<file path="src/sv/vgps_mul.sv">
// ----------------------------------------------------------------------------
// vgps_mul: shared registered multiplier
// Signed 34 by 34 bit multiply with the product registered.
// ----------------------------------------------------------------------------
`default_nettype none

module vgps_mul (
  input  wire logic               clk,
  input  wire logic signed [33:0] a,
  input  wire logic signed [33:0] b,
  output logic signed      [67:0] prod
);

  always_ff @(posedge clk) begin
    prod <= a * b;
  end

endmodule

`default_nettype wire

</file>
<file path="config.mk">
export PLATFORM = sky130hd
export DESIGN_NAME = vgps_mul
export DESIGN_NICKNAME = d
export VERILOG_FILES = /design/src/sv/vgps_mul.sv
export SDC_FILE = /design/constraint.sdc
export NUM_CORES = 2
export LEC_CHECK = 0
export BUFFER_PORTS_ARGS = -buffer_cell sky130_fd_sc_hd__buf_2
export CAP_MARGIN = 20
export CORE_UTILIZATION = 35
export DETAILED_ROUTE_END_ITERATION = 6
export PLACE_DENSITY_LB_ADDON = 0.3
export SLEW_MARGIN = 20
export SYNTH_ARGS = -nofsm -noshare
export SYNTH_HDL_FRONTEND = slang
export SYNTH_SLANG_ARGS = --single-unit
</file>
<file path="constraint.sdc">
create_clock -name clk -period 7.78 [get_ports clk]
set_input_delay 0.389 -clock clk [delete_from_list [all_inputs] [get_ports clk]]
set_output_delay 0.389 -clock clk [all_outputs]
set_load 0.005 [all_outputs]
</file>
==> impl_metrics.py <==
metrics = {
    "run_status": {
        "status": "finished, final reports clean",
    },
    "clock_network": {
        "cts-htree-levels": 3,
        "numCtsBuffers": 9,
        "cts_sinks": 68,
        "clk_pin_slew_ns": 0.08,
        "clock_tree.buffer_depth": 2,
        "cts_tree": "built",
        "root_buffer": "clkbuf_16",
        "cts_hold_buffers": 0,
    },
    "final_layout": {
        "drive_gt1_share_pct": 12.6,
        "largest_reg_flops": 68,
        "fin_nets": 6412,
        "top_register": "prod",
        "layout.cells.most_common": "fa_1",
        "biggestRegsByFlops": "prod x68",
        "final_cell_mix": "1237 x fa_1, 1231 x inv_1, 621 x and2_1",
        "stdcell_area_mm2": 0.0489,
        "area_growth_pct": 13.6,
        "fillers": 12276,
    },
    "place": {
        "place_hpwl_mm": 106,
        "gp_congestion": 0.905,
        "port_buffers": 136,
        "dpl_cell_area_mm2": 0.0484,
    },
    "synthesis": {
        "synth_area_per_cell_um2": 9.45,
        "syn_inst": 4554,
        "synth_edf_count": 0,
        "yosysWarnings": 0,
        "yosysUniqueCellTypes": 69,
        "synth-seq-cells": 68,
        "synth_xor_area_share_pct": 1.61,
        "synth_async_sr_flop_share_pct": 0,
        "synth_compound_area_share_pct": 3.35,
        "synthAdderAreaFrac_pct": 63.7,
        "synthMuxAreaShare_pct": 0,
        "synth_top_family_by_area": "adder cells",
        "synth_flop_cell": "dfxtp_1",
        "synth_seq_area_share_pct": 3.16,
        "synth_area_mm2": 0.0430,
        "synth.net_count": 6068,
        "synthSimpleGateAreaFrac_pct": 15.4,
    },
    "grt": {
        "grt_util_all_layers_pct": 20.1,
        "antenna_found_initial": 9,
        "grt_remaining_overflow": 0,
        "grt_max_degree": 27,
        "grt_pass1_wl_mm": 193,
        "first_global_vias": 34106,
    },
    "floorplanning": {
        "die_w_um": 353,
        "io-pin-count": 137,
        "core_area_mm2": 0.122,
        "die_y_um": 353,
        "die_area_mm2": 0.124,
        "placementRows": 128,
        "start_util_pct": 35.3,
    },
    "sta": {
        "hold_viol": 0,
        "setup_viol": 0,
        "tightest_slew_ns": 0.646,
        "fin_crit_sh_pct": 97.0,
        "drv_slew": 0,
        "period_needed_ns": 7.55,
        "fmax_mhz": 132,
        "max-slew-margin-rel_pct": 56.7,
    },
    "job": {
        "cap_viol_max_count": 0,
    },
    "routing": {
        "routed-via-count": 30048,
        "wl_mm": 117,
        "post-route-drc-count": 0,
        "first_pass_iters": 7,
        "ant_nets": 0,
        "viasPerCell": 4.60,
        "wire_per_inst_um": 18.0,
        "drt_iter0_drc": 1532,
    },
    "min_path": {
        "holdCritPathClass": "in -> reg",
    },
    "setup_path": {
        "worst-path-max-fanout": 13,
        "crit_path_end": "prod[64]$_DFF_P_",
        "startpoint_type": "primary input",
        "crit_type": "in -> reg",
        "startpoint": "a[20]",
        "arrival_ns": 7.91,
        "cp.required_ns": 8.14,
        "endpoint_kind": "flop",
    },
}
[per-stage QoR]
stage               setup WS (ns)  instances  setup TNS (ns)  hold WS (ns)  utilization [%]
floorplan                   0.113       4554               0         0.516                -
global placement           -0.515       6509           -7.27         0.765             39.7
detailed placement         -0.592       6509           -9.20         0.766             39.7
CTS                        0.0688       6525               0         0.404             40.0
global route            -0.000405       6529       -0.000405         0.438             40.1
finish                      0.230       6530               0         0.426             40.1
[area by class of cell]
class / instances / area, µm² / share of cell area [%]
multi-input cells: 3026 / 36200 / 74.1
inverters: 1232 / 4620 / 9.46
well taps: 1625 / 2030 / 4.16
clock buffers: 10 / 239 / 0.489
repair buffers: 561 / 4310 / 8.82
diodes: 2 / 5.00 / 0.0102
clock inverters: 6 / 95.1 / 0.195
flip-flops and latches: 68 / 1360 / 2.79
[per-layer routing]
layer | up-vias | track usage, % | routed length [µm]
met5 | - | 0 | 38
met4 | 6 | 4.98 | 2840
met3 | 116 | 2.63 | 4360
li1 | 13474 | - | -
met2 | 546 | 36.5 | 62100
met1 | 15906 | 24.9 | 48100
[synthesized netlist by cell type (3+ instances only)]
cell type	count	area (µm²)
inv_1	1231	4620
nor3_1	5	25.0
nand3_1	11	55.1
xor2_1	23	201
o41ai_2	3	48.8
and2_1	621	3880
nand4_1	11	68.8
xnor2_1	56	490
a21oi_1	61	305
a221oi_1	3	26.3
dfxtp_1	68	1360
o41ai_1	3	26.3
fa_1	1241	24800
buf_4	4	30.0
or2_2	4	25.0
a211oi_1	6	45.0
a31oi_1	7	43.8
a21o_1	37	278
nor2b_1	9	56.3
nand2_1	542	2030
o21ai_0	31	155
and3_1	5	31.3
o21bai_1	12	90.1
o21ai_1	7	35.0
o21a_1	4	30.0
nor2_1	54	203
nand2b_1	20	125
ha_1	204	2550
and3_2	3	22.5
clkbuf_1	214	803
o211ai_1	3	22.5
[what timing repair did]
item,4_1_cts,5_1_grt
resized for setup,2,23
endpoints found under the setup margin,6,20
pin swaps,0,4
buffers inserted,0,3
[critical path, stage by stage]
cell and delay, ns:
buf_2 0.23, and2_1 0.22, fa_1 0.54, inv_1 0.06
fa_1 0.54, inv_1 0.05, fa_1 0.52, inv_1 0.08
fa_1 0.53, inv_1 0.05, fa_1 0.48, fa_1 0.52
fa_1 0.50, inv_1 0.05, fa_1 0.47, inv_1 0.04
ha_1 0.33, o21ai_1 0.11, nand2b_1 0.09, and3_2 0.23
a21bo_1 0.32, a211o_2 0.19, nand4b_1 0.32, a21bo_4 0.37
a21o_4 0.24, a311oi_2 0.26, xnor2_1 0.14
[how the worst min path moves through the flow]
stage | from | depth (start not counted) | endpoint
2_1_floorplan | a[0] | 1 | prod[0]$_DFF_P_
3_3_place_gp | prod[22]$_DFF_P_ | 1 | prod[22]
3_5_place_dp | prod[1]$_DFF_P_ | 1 | prod[1]
4_1_cts | b[0] | 2 | prod[0]$_DFF_P_
5_1_grt | b[0] | 2 | prod[0]$_DFF_P_
6_report | b[0] | 2 | prod[0]$_DFF_P_
[cell families (layout without fill, tap and decap cells)]
logic type               count (synthesis)  after routing
AO/OA/AOI/OAI                          206            206
XOR/XNOR                                79             79
adder cells (fa/ha/maj)               1445           1445
buffers and inverters                 1460           1809
flip-flops                              68             68
other                                    0              2
AND/OR/NAND/NOR                       1296           1296
Power is not shown: default switching activity piles up to over one toggle a cycle in this logic, so the estimate is an artifact.
