<file path="src/sv/vgps_sqrt.sv">
// ----------------------------------------------------------------------------
// vgps_sqrt: bit-serial integer square root
// Computes floor(sqrt(radicand * 2^32)), one root bit per cycle.
// ----------------------------------------------------------------------------
`default_nettype none

module vgps_sqrt (
  input  wire logic        clk,
  input  wire logic        rst,
  input  wire logic        start,
  input  wire logic [31:0] radicand,
  output logic             done,
  output logic      [31:0] root
);

  logic [63:0] rad;
  logic [33:0] remd;
  logic [4:0]  cnt;
  logic        busy;
  logic [35:0] remd_t;
  logic [35:0] trial;
  logic        take;

  assign remd_t = {remd, rad[63:62]};
  assign trial  = {2'b00, root, 2'b01};
  assign take   = (remd_t >= trial);

  always_ff @(posedge clk) begin
    if (rst) begin
      busy <= 1'b0;
      done <= 1'b0;
      cnt  <= '0;
    end else begin
      done <= 1'b0;
      if (start) begin
        busy <= 1'b1;
        cnt  <= '0;
      end else if (busy) begin
        cnt <= cnt + 5'd1;
        if (cnt == 5'd31) begin
          busy <= 1'b0;
          done <= 1'b1;
        end
      end
    end
  end

  always_ff @(posedge clk) begin
    if (start) begin
      rad  <= {radicand, 32'd0};
      remd <= '0;
      root <= '0;
    end else if (busy) begin
      rad <= {rad[61:0], 2'b00};
      if (take) begin
        remd <= 34'(remd_t - trial);
        root <= {root[30:0], 1'b1};
      end else begin
        remd <= remd_t[33:0];
        root <= {root[30:0], 1'b0};
      end
    end
  end

endmodule

`default_nettype wire

</file>
<file path="config.mk">
export PLATFORM = sky130hd
export DESIGN_NAME = vgps_sqrt
export DESIGN_NICKNAME = d
export VERILOG_FILES = /design/src/sv/vgps_sqrt.sv
export SDC_FILE = /design/constraint.sdc
export NUM_CORES = 1
export LEC_CHECK = 0
export BUFFER_PORTS_ARGS = -buffer_cell sky130_fd_sc_hd__buf_2
export CORE_UTILIZATION = 42
export CTS_CLUSTER_SIZE = 30
export DETAILED_ROUTE_END_ITERATION = 12
export GPL_TIMING_DRIVEN = 0
export PLACE_DENSITY = 0.7
export SLEW_MARGIN = 20
export SYNTH_ARGS = -nofsm -noshare
export SYNTH_HDL_FRONTEND = slang
export SYNTH_SLANG_ARGS = --single-unit
</file>
<file path="constraint.sdc">
create_clock -name clk -period 5.5 [get_ports clk]
set_input_delay 1.65 -clock clk [delete_from_list [all_inputs] [get_ports clk]]
set_output_delay 1.65 -clock clk [all_outputs]
set_load 0.05 [all_outputs]
</file>
==> impl_metrics.toml <==
[power]
power_leakage_nw = 2.935
netSwitchingFraction = 0.4479
power.internal_w = 0.002159
ir_worst_vdd_mv = 0.3019
power_frac_comb = 0.579
power.switching_w = 0.001752
powerDensity_mw_per_mm2 = 539.9
power_frac_clock = 0.172
seqPwrFrac = 0.249

[drt]
drc = 0
avgRoutedWirePerCell_um = 16.12
vias_per_cell = 5.442
drt-pass1-iter-count = 7
wl_um = 15430
dr_total_vias = 5208
ant_nets = 0
first_iter_violations = 327

[job]
cap_violations = 0

[placed_design]
dpl.hpwl_um = 11230
port_buffers = 67
placed_cells = 941
gp_congestion = 0.8680

[synthesis]
synth_top_flop_cell = "dfxtp_1"
yosysSeqAreaShare = 0.3799
netlist_area_sq_mm = 0.006376
ys_warn_count = 0
yosysUniqueCellTypes = 63
syn-num-nets = 761
synth_edf_count = 32
ys_seq_elements = 105
syn-instance-count = 690
syn_avg_cell_area_sq_um = 9.241
synthArstFlopShare = 0

[layout]
final_net_count = 839
n_fill_cell = 1429
areaGrowthSynthToFinish_pct = 13.62
antenna_cells = 0
finalNonFillerCells = 957
layout-drive-gt1-share = 0.2199

[critical_path]
critPathLaunch = "start"
cp.depth = 4
timing.rr.end = "remd[3]$_SDFFE_PP0P_"
path_max_fanout = 32
cp.required_ns = 5.49
cp_cell_sequence = "buf_2 -> clkbuf_1 -> nor2_1 -> inv_2"
max_stage_delay_ns = 0.75
crit_end = "rad[34]$_DFFE_PP_"
startpoint_type = "input port"
crit_buf_inv = 3
worstPathArrival_ns = 3.29
rr_startpoint = "root[10]$_SDFFE_PP0P_"
critPathKind = "input port to register"
setup.worst_path.end_class = "register"
ff2ff_setup_slack_ns = 2.50
cp_slowest_cell = "nor2_1"
critPathTopFamily = "buffers and inverters"
ff2ff_path_depth = 12

[clock_tree]
tritoncts = "done"
ctsHoldBuffers = 0
post-cts-setup-buffers = 0
cts_resized = 0
clkLatencyLatePin_ns = 0.37
numCtsBuffers = 9
cts_root_buf = "clkbuf_16"
clock-sinks = 105
clk_pin_slew_worst_paths_ns = 0.07
ctsHtreeMaxLevel = 3
clockBufferDepth = 2

[global_routing]
grt_use_total = 0.2008
grt_overflow = 0
antenna_found_initial = 0
grt_max_degree = 33
grt_pass1_wl_um = 25030
grt_pass1_vias = 5046

[die]
die_height_um = 125.2
io_pins = 68
core_sq_mm = 0.01470
initial_utilization = 0.4338
die_w_um = 125.2
rows = 44
die_area_sq_mm = 0.01568

[sta]
worst_slew_margin_rel = 0.3896
setup_viol_count_final = 0
worstMarginPinSlew_ns = 0.9122
drv_slew = 0
tns_ns = 0
min_period_ns = 3.298
fmax_mhz = 303.2
clock_skew_ns = 0.01674
rsz0062_at_grt = "false"
finalHoldViolCount = 0
finalCritPeriodShare = 0.5997

[run_status]
outcome = "complete, no violations"

[worst_hold_path]
min_path_type = "register to register"
how the worst min path moves through the flow:
stage | start | end | slack, ns | cells after the start
2_1_floorplan | remd[18]$_SDFFE_PP0P_ | remd[18]$_SDFFE_PP0P_ | 0.44 | 2
3_3_place_gp | remd[18]$_SDFFE_PP0P_ | remd[18]$_SDFFE_PP0P_ | 0.46 | 2
6_report | remd[18]$_SDFFE_PP0P_ | remd[18]$_SDFFE_PP0P_ | 0.48 | 2
4_1_cts | remd[18]$_SDFFE_PP0P_ | remd[18]$_SDFFE_PP0P_ | 0.48 | 2
3_5_place_dp | remd[18]$_SDFFE_PP0P_ | remd[18]$_SDFFE_PP0P_ | 0.47 | 2
5_1_grt | remd[5]$_SDFFE_PP0P_ | remd[5]$_SDFFE_PP0P_ | 0.50 | 2
registers in the layout (all words and copies together) (netlist names):
register,count
remd,34
rad,32
root,32
cnt,5
busy,1
done,1
area by class of cell:
class	count	area, sq um	area share
multi-input combinational	509	3626	0.5005
clock buffer	11	254.0	0.03506
tap	184	230.2	0.03178
sequential	105	2422	0.3344
buffer	31	158.9	0.02193
clock inverter	5	48.80	0.006736
timing repair buffer	67	335.3	0.04629
inverter	45	168.9	0.02332
synth_stat cells, types with 14 or more instances:
cell type  instances  area share
a21oi_1           41       0.032
a311oi_2          18       0.042
dfxtp_1           73        0.23
edfxtp_1          32        0.15
ha_1              36       0.071
inv_1             45       0.026
mux2_2            30       0.053
mux2i_1           40       0.063
nand2_1           58       0.034
nand2_2           14       0.014
nor2_1            84       0.049
o21ai_0           19       0.015
o21ai_1           19       0.015
xnor2_1           15       0.021
cells in the final DEF (no fill, tap or decap), types with 8 or more instances in the layout:
master / instances
nand2_2: 14
xnor2_1: 15
mux2i_1: 40
nor2b_1: 8
nand3_1: 9
o21ai_0: 19
nor2_1: 84
ha_1: 36
nor3_1: 8
clkbuf_16: 10
clkbuf_1: 13
xor2_1: 13
o21ai_1: 19
buf_1: 10
buf_2: 73
inv_1: 44
a311oi_2: 18
mux2_2: 30
a21oi_1: 41
nand2_1: 58
dfxtp_1: 73
edfxtp_1: 32
kinds of logic (layout without fill, tap and decap cells):
logic type,after synthesis,count (layout),share of synthesized area
multiplexers,70,70,0.1158
buffers and inverters,76,159,0.05141
flip-flops,105,105,0.3799
AO/OA/AOI/OAI,149,149,0.1758
AND/OR/NAND/NOR,226,226,0.1680
XOR/XNOR,28,28,0.03846
adder cells (fa/ha/maj),36,36,0.07064
stage by stage:
step	worst slack (ns)	hold WS, ns	power, W	instance area [sq um]	util
finish	2.202	0.4791	0.003911	7244	0.4929
global route	2.037	0.5031	0.004179	7244	0.4929
CTS	2.212	0.4780	0.003908	7244	0.4929
detailed placement	1.824	0.4686	0.003216	6942	0.4723
global placement	1.496	0.4622	0.003195	6942	0.4723
floorplan	2.377	0.4435	0.002745	6376	-
power by group through the flow:
stage                     clock network [W]  registers (W)  logic [W]
after floorplan                           0       0.000973    0.00177
after global placement                    0       0.000989    0.00221
after detailed placement                  0       0.000991    0.00223
after CTS                          0.000694       0.000974    0.00224
after global routing               0.000718       0.000984    0.00248
final                              0.000673       0.000975    0.00226
worst register-to-register path, stage by stage (launching register included):
cell,delay [ns]
dfxtp_1,0.37
inv_1,0.06
ha_1,0.42
nand4_2,0.17
nor4_1,0.52
a311oi_1,0.18
nor3_1,0.22
nor4_1,0.08
a21bo_1,0.19
buf_6,0.19
buf_12,0.18
nand2_2,0.07
a311oi_2,0.26
layer usage:
| layer | share of wire | wire, um | GRT usage |
|---|---|---|---|
| met2 | 0.46 | 7088 | 0.3273 |
| met4 | 0.020 | 302 | 0.07963 |
| met3 | 0.047 | 719 | 0.04621 |
| met5 | 0 | 0 | 0 |
| met1 | 0.47 | 7319 | 0.2573 |
Note: power is estimated with default switching activity, not from simulation.
