==> config.mk <==
export PLATFORM = sky130hd
export DESIGN_NAME = vgps_div
export DESIGN_NICKNAME = d
export VERILOG_FILES = /design/src/sv/vgps_pkg.sv /design/src/sv/vgps_div.sv
export SDC_FILE = /design/constraint.sdc
export NUM_CORES = 1
export LEC_CHECK = 0
export BUFFER_PORTS_ARGS = -buffer_cell sky130_fd_sc_hd__buf_2
export CORE_MARGIN = 4
export CORE_UTILIZATION = 35
export DETAILED_ROUTE_END_ITERATION = 12
export GPL_ROUTABILITY_DRIVEN = 1
export MAX_ROUTING_LAYER = met4
export SLEW_MARGIN = 20
export SYNTH_ARGS = -nofsm -noshare
export SYNTH_HDL_FRONTEND = slang
export SYNTH_SLANG_ARGS = --single-unit
==> constraint.sdc <==
create_clock -name vclk -period 10.2
set_input_delay 2.04 -clock vclk [all_inputs]
set_output_delay 2.04 -clock vclk [all_outputs]
set_load 0.005 [all_outputs]
==> src/sv/vgps_pkg.sv <==
// ----------------------------------------------------------------------------
// vgps_pkg: shared types and constants of the variance gamma price stepper
// Holds the fixed-point constants, the register index codes, the sequencer
// states and the reciprocal table used for the exponential series.
// ----------------------------------------------------------------------------
`default_nettype none

package vgps_pkg;

  localparam int PRICE_W   = 48;
  localparam int QUO_W     = 15;
  localparam int EXP_TERMS = 13;

  localparam logic [27:0] LN2_Q28     = 28'd186065279;
  localparam logic [28:0] ONE_Q28     = 29'd268435456;
  localparam logic [47:0] PRICE_RESET = 48'd1677721600;
  localparam logic [47:0] PRICE_MAX   = 48'hFFFF_FFFF_FFFF;

  // Bias that makes the exponent non-negative before the division by ln2.
  localparam logic [41:0] DIV_BIAS  = {14'd0, LN2_Q28} << (QUO_W - 1);
  localparam logic [15:0] QUO_BIAS  = 16'd1 << (QUO_W - 1);

  // floor(2^16 / ln2): the quotient estimate from the upper 30 dividend bits
  // is low by at most one.
  localparam logic [16:0] LN2_RECIP = 17'd94548;

  typedef enum logic [2:0] {
    REG_START_PRICE = 3'd0,
    REG_THETA       = 3'd1,
    REG_SIGMA       = 3'd2,
    REG_DRIFT       = 3'd3,
    REG_STEPS       = 3'd4
  } cfg_reg_t;

  typedef enum logic [4:0] {
    S_IDLE,
    S_TG,
    S_TGW,
    S_SQRT,
    S_SS,
    S_VOL,
    S_E,
    S_DIV,
    S_QUO,
    S_REM,
    S_EXPA,
    S_EXPB,
    S_EXPC,
    S_PA,
    S_PB,
    S_PC,
    S_SHIFT,
    S_FIN
  } state_t;

  // ceil(2^32 / i): floor(x * recip(i) / 2^32) equals floor(x / i) for x < 2^28.
  function automatic logic [32:0] recip(input logic [3:0] i);
    logic [32:0] r;
    case (i)
      4'd1:    r = 33'd4294967296;
      4'd2:    r = 33'd2147483648;
      4'd3:    r = 33'd1431655766;
      4'd4:    r = 33'd1073741824;
      4'd5:    r = 33'd858993460;
      4'd6:    r = 33'd715827883;
      4'd7:    r = 33'd613566757;
      4'd8:    r = 33'd536870912;
      4'd9:    r = 33'd477218589;
      4'd10:   r = 33'd429496730;
      4'd11:   r = 33'd390451573;
      4'd12:   r = 33'd357913942;
      4'd13:   r = 33'd330382100;
      default: r = 33'd0;
    endcase
    return r;
  endfunction

endpackage

`default_nettype wire

==> src/sv/vgps_div.sv <==
// ----------------------------------------------------------------------------
// vgps_div: final step of the division by ln2
// Turns a quotient estimate that is exact or low by one into the exact
// quotient and remainder with a single compare and subtract.
// ----------------------------------------------------------------------------
`default_nettype none

module vgps_div
  import vgps_pkg::*;
(
  input  wire logic [41:0]      dividend,
  input  wire logic [QUO_W-1:0] quo_est,
  input  wire logic [42:0]      quo_prod,
  output logic      [QUO_W-1:0] quo,
  output logic      [27:0]      rem
);

  logic [28:0] part;
  logic        fix;

  // The estimate leaves a remainder below twice ln2.
  assign part = 29'({1'b0, dividend} - quo_prod);
  assign fix  = (part >= {1'b0, LN2_Q28});
  assign quo  = fix ? quo_est + QUO_W'(1) : quo_est;
  assign rem  = fix ? 28'(part - {1'b0, LN2_Q28}) : part[27:0];

endmodule

`default_nettype wire

==> impl_metrics.xml <==
<?xml version="1.0" encoding="UTF-8"?>
<metrics>
  <group name="status">
    <metric name="outcome" unit="">finished, final reports clean</metric>
  </group>
  <group name="logic_synthesis">
    <metric name="post_synth.cell_area_avg" unit="µm²">6.653</metric>
    <metric name="synthMostInstantiatedCell" unit="">sky130_fd_sc_hd__nand2_1</metric>
    <metric name="netlist_instances" unit="">419</metric>
    <metric name="synth.cells.most_frequent" unit="">55 x sky130_fd_sc_hd__nand2_1, 38 x sky130_fd_sc_hd__xnor2_1, 36 x sky130_fd_sc_hd__inv_1</metric>
    <metric name="mapped_cell_area" unit="µm²">2788</metric>
    <metric name="synth_fp_nets" unit="">550</metric>
    <metric name="synth.area.top_cells" unit="">sky130_fd_sc_hd__ha_1 13%, sky130_fd_sc_hd__xnor2_1 12%, sky130_fd_sc_hd__nand2_1 7.4%, sky130_fd_sc_hd__xor2_1 6.9%, sky130_fd_sc_hd__a21oi_1 6.1%</metric>
    <metric name="synthDominantCellAreaShare" unit="%">13.46</metric>
    <metric name="yosysWarnings" unit="">0</metric>
    <metric name="yosysUniqueCellTypes" unit="">65</metric>
    <metric name="yosysSeqAreaShare" unit="%">0</metric>
    <metric name="synthDominantAreaCellType" unit="">sky130_fd_sc_hd__ha_1</metric>
  </group>
  <group name="floorplan">
    <metric name="start_util" unit="%">36.08</metric>
    <metric name="fp.dieArea" unit="µm²">9457</metric>
    <metric name="fp.dieW" unit="µm">97.25</metric>
    <metric name="die_height" unit="µm">97.25</metric>
    <metric name="top_level_ports" unit="">143</metric>
    <metric name="placement_rows" unit="">32</metric>
    <metric name="design.core.area" unit="µm²">7727</metric>
  </group>
  <group name="job">
    <metric name="drv.max_cap_violation_count" unit="">0</metric>
  </group>
  <group name="worst_setup_path">
    <metric name="path_cells" unit="">buf_2 -&gt; inv_1 -&gt; ha_1 -&gt; inv_1 -&gt; fa_1 -&gt; a211oi_2 -&gt; o211ai_2 -&gt; nand3_1 -&gt; nand2b_1 -&gt; a21o_1 -&gt; a221oi_1 -&gt; xnor2_1 -&gt; o221ai_1 -&gt; a21oi_4 -&gt; and4_4 -&gt; nand4_1 -&gt; xnor2_1 -&gt; buf_2</metric>
    <metric name="cp-end-kind" unit="">output port</metric>
    <metric name="max_stage_delay" unit="ns">0.75</metric>
    <metric name="cp-start-kind" unit="">primary input</metric>
    <metric name="worst-path-max-fanout" unit="">34</metric>
    <metric name="worstSetupPathType" unit="">primary input to output port</metric>
    <metric name="critical_path_required" unit="ns">8.16</metric>
    <metric name="crit_slowest_cell" unit="">sky130_fd_sc_hd__a21oi_4</metric>
    <metric name="worst_ep_arrival_time" unit="ns">6.15</metric>
  </group>
  <group name="sta">
    <metric name="setup_tns" unit="ns">0</metric>
    <metric name="period_needed" unit="ns">8.185</metric>
    <metric name="worst_slew_pin_slew" unit="ns">0.8578</metric>
    <metric name="fmaxAchievable" unit="GHz">0.1222</metric>
    <metric name="setup_viol_count_final" unit="">0</metric>
    <metric name="rsz_0062_raised_after_global_routing" unit="">no</metric>
    <metric name="min_period_over_period" unit="%">80.25</metric>
    <metric name="final-hold-violation-count" unit="">0</metric>
    <metric name="hold_slack" unit="ns">4.338</metric>
    <metric name="slew_headroom" unit="%">42.69</metric>
    <metric name="timing.final.max_slew_violations" unit="">0</metric>
  </group>
  <group name="detailed_routing">
    <metric name="drt-total-wl" unit="µm">8079</metric>
    <metric name="first_iter_violations" unit="">236</metric>
    <metric name="drc_errors" unit="">0</metric>
    <metric name="viasPerCell" unit="">5.258</metric>
    <metric name="ant_nets" unit="">0</metric>
    <metric name="dr.pass1.iters" unit="">4</metric>
    <metric name="avgRoutedWirePerCell" unit="µm">12.93</metric>
    <metric name="vias" unit="">3286</metric>
  </group>
  <group name="global_routing">
    <metric name="grt_antenna_before_repair" unit="">0</metric>
    <metric name="gr-total-overflow" unit="">0</metric>
    <metric name="grt_first_pass_wirelength" unit="µm">13510</metric>
    <metric name="pin_count_of_the_biggest_net_entering_global_routing" unit="">35</metric>
    <metric name="global_route.usage.total" unit="%">16.24</metric>
    <metric name="via_count_of_the_first_global_routing_pass" unit="">3029</metric>
  </group>
  <group name="worst_hold_path">
    <metric name="hold-path-endpoint" unit="">quo[14]</metric>
    <metric name="min-delay-path-class" unit="">primary input to output port</metric>
    <metric name="hold_path.startpoint" unit="">quo_est[14]</metric>
    <metric name="worst_hold_path.num_cells" unit="">3</metric>
  </group>
  <group name="final_layout">
    <metric name="nNetsFinal" unit="">656</metric>
    <metric name="flops_and_latches" unit="">0</metric>
    <metric name="postLayoutCoreUtil" unit="%">44.35</metric>
    <metric name="clkbuf_count" unit="">0</metric>
    <metric name="diodes" unit="">0</metric>
    <metric name="post_route_cells_drive_above_1_share" unit="%">25.81</metric>
    <metric name="layout.area.seq" unit="µm²">0</metric>
    <metric name="area.growth.synth_to_final" unit="%">22.94</metric>
  </group>
  <group name="pwr">
    <metric name="power.ir.vdd_worst" unit="V">0.00004527</metric>
    <metric name="leakage" unit="nW">1.657</metric>
    <metric name="powerDensity" unit="nW/µm²">100.2</metric>
  </group>
  <group name="clock_tree">
    <metric name="cts.repair_timing.setup_buffer_count" unit="">0</metric>
    <metric name="postCtsHoldBufs" unit="">0</metric>
    <metric name="cts_resized" unit="">0</metric>
  </group>
  <group name="placed_design">
    <metric name="port_buffers" unit="">116</metric>
    <metric name="place_hpwl" unit="µm">6900</metric>
    <metric name="final_replace_weighted_congestion" unit="">0.9194</metric>
  </group>
</metrics>
worst max-delay path: cells and delay by family:
family                     cells  cell delay [ns]
AOI/OAI and AO/OA              6             2.05
xor gates and xnor gates       2             0.44
adders and majority gates      2             0.58
buffers and inverters          4             0.34
and+or+nand+nor                4             0.70
placed cells by master, fill, tap and decap left out, types with 4 or more instances in the layout:
cell type	count
sky130_fd_sc_hd__nor3_1	8
sky130_fd_sc_hd__o21ai_0	25
sky130_fd_sc_hd__nor2_1	23
sky130_fd_sc_hd__xnor2_1	38
sky130_fd_sc_hd__and3_1	5
sky130_fd_sc_hd__nand3b_1	4
sky130_fd_sc_hd__inv_1	36
sky130_fd_sc_hd__ha_1	30
sky130_fd_sc_hd__nand4_1	11
sky130_fd_sc_hd__a21o_1	12
sky130_fd_sc_hd__a21oi_1	34
sky130_fd_sc_hd__and2_1	5
sky130_fd_sc_hd__o211ai_1	4
sky130_fd_sc_hd__buf_2	116
sky130_fd_sc_hd__o22ai_1	4
sky130_fd_sc_hd__nand3_1	17
sky130_fd_sc_hd__nand2b_1	6
sky130_fd_sc_hd__xor2_1	22
sky130_fd_sc_hd__a211oi_1	7
sky130_fd_sc_hd__o21a_1	5
sky130_fd_sc_hd__nor4_1	4
sky130_fd_sc_hd__nand2_1	55
layer usage:
metal	share of wire, %	track usage (%)	vias up
li1	-	-	1717
met1	48	22.03	1469
met2	47	28.50	98
met3	4.9	0.6461	2
met4	0.31	0.4260	0
met5	0	-	-
worst max-delay path by stage:
stage                start  endpoint  depth (start not counted)
3_3_place_gp   dividend[0]   quo[12]                         18
6_report       dividend[0]   quo[12]                         18
4_1_cts        dividend[0]   quo[12]                         18
3_5_place_dp   dividend[0]   quo[12]                         18
2_1_floorplan  dividend[0]   rem[10]                         17
5_1_grt        dividend[0]   quo[13]                         18
per-stage QoR:
step	total power, mW	setup slack, ns	instances	cell area, µm²
floorplan	0.2297	3.113	419	2788
global placement	0.3394	2.059	625	3427
detailed placement	0.3419	1.974	625	3427
CTS	0.3438	1.985	625	3427
global route	0.3805	1.548	625	3427
finish	0.3432	2.015	625	3427
report_power, final:
part,internal [mW],switching (mW)
combinational,0.150,0.193
clock,0,0
sequential,0,0
total,0.150,0.193
layout make-up:
type	count	area (µm²)
tap	102	127.6
multi-input combinational	371	2584
inverter	36	135.1
fill	835	4300
timing repair buffer	116	580.6
cell families (layout without fill, tap and decap cells):
group           count (synthesis)  after routing  share of synthesized area, %
compound gates                122            122                         30.39
xor+xnor                       60             60                         18.85
fa+ha+maj                      31             31                         14.18
buf+inv                        48            152                         7.316
mux                             3              3                         1.167
simple gates                  155            155                         28.10
(Power assumes the default switching activity.)
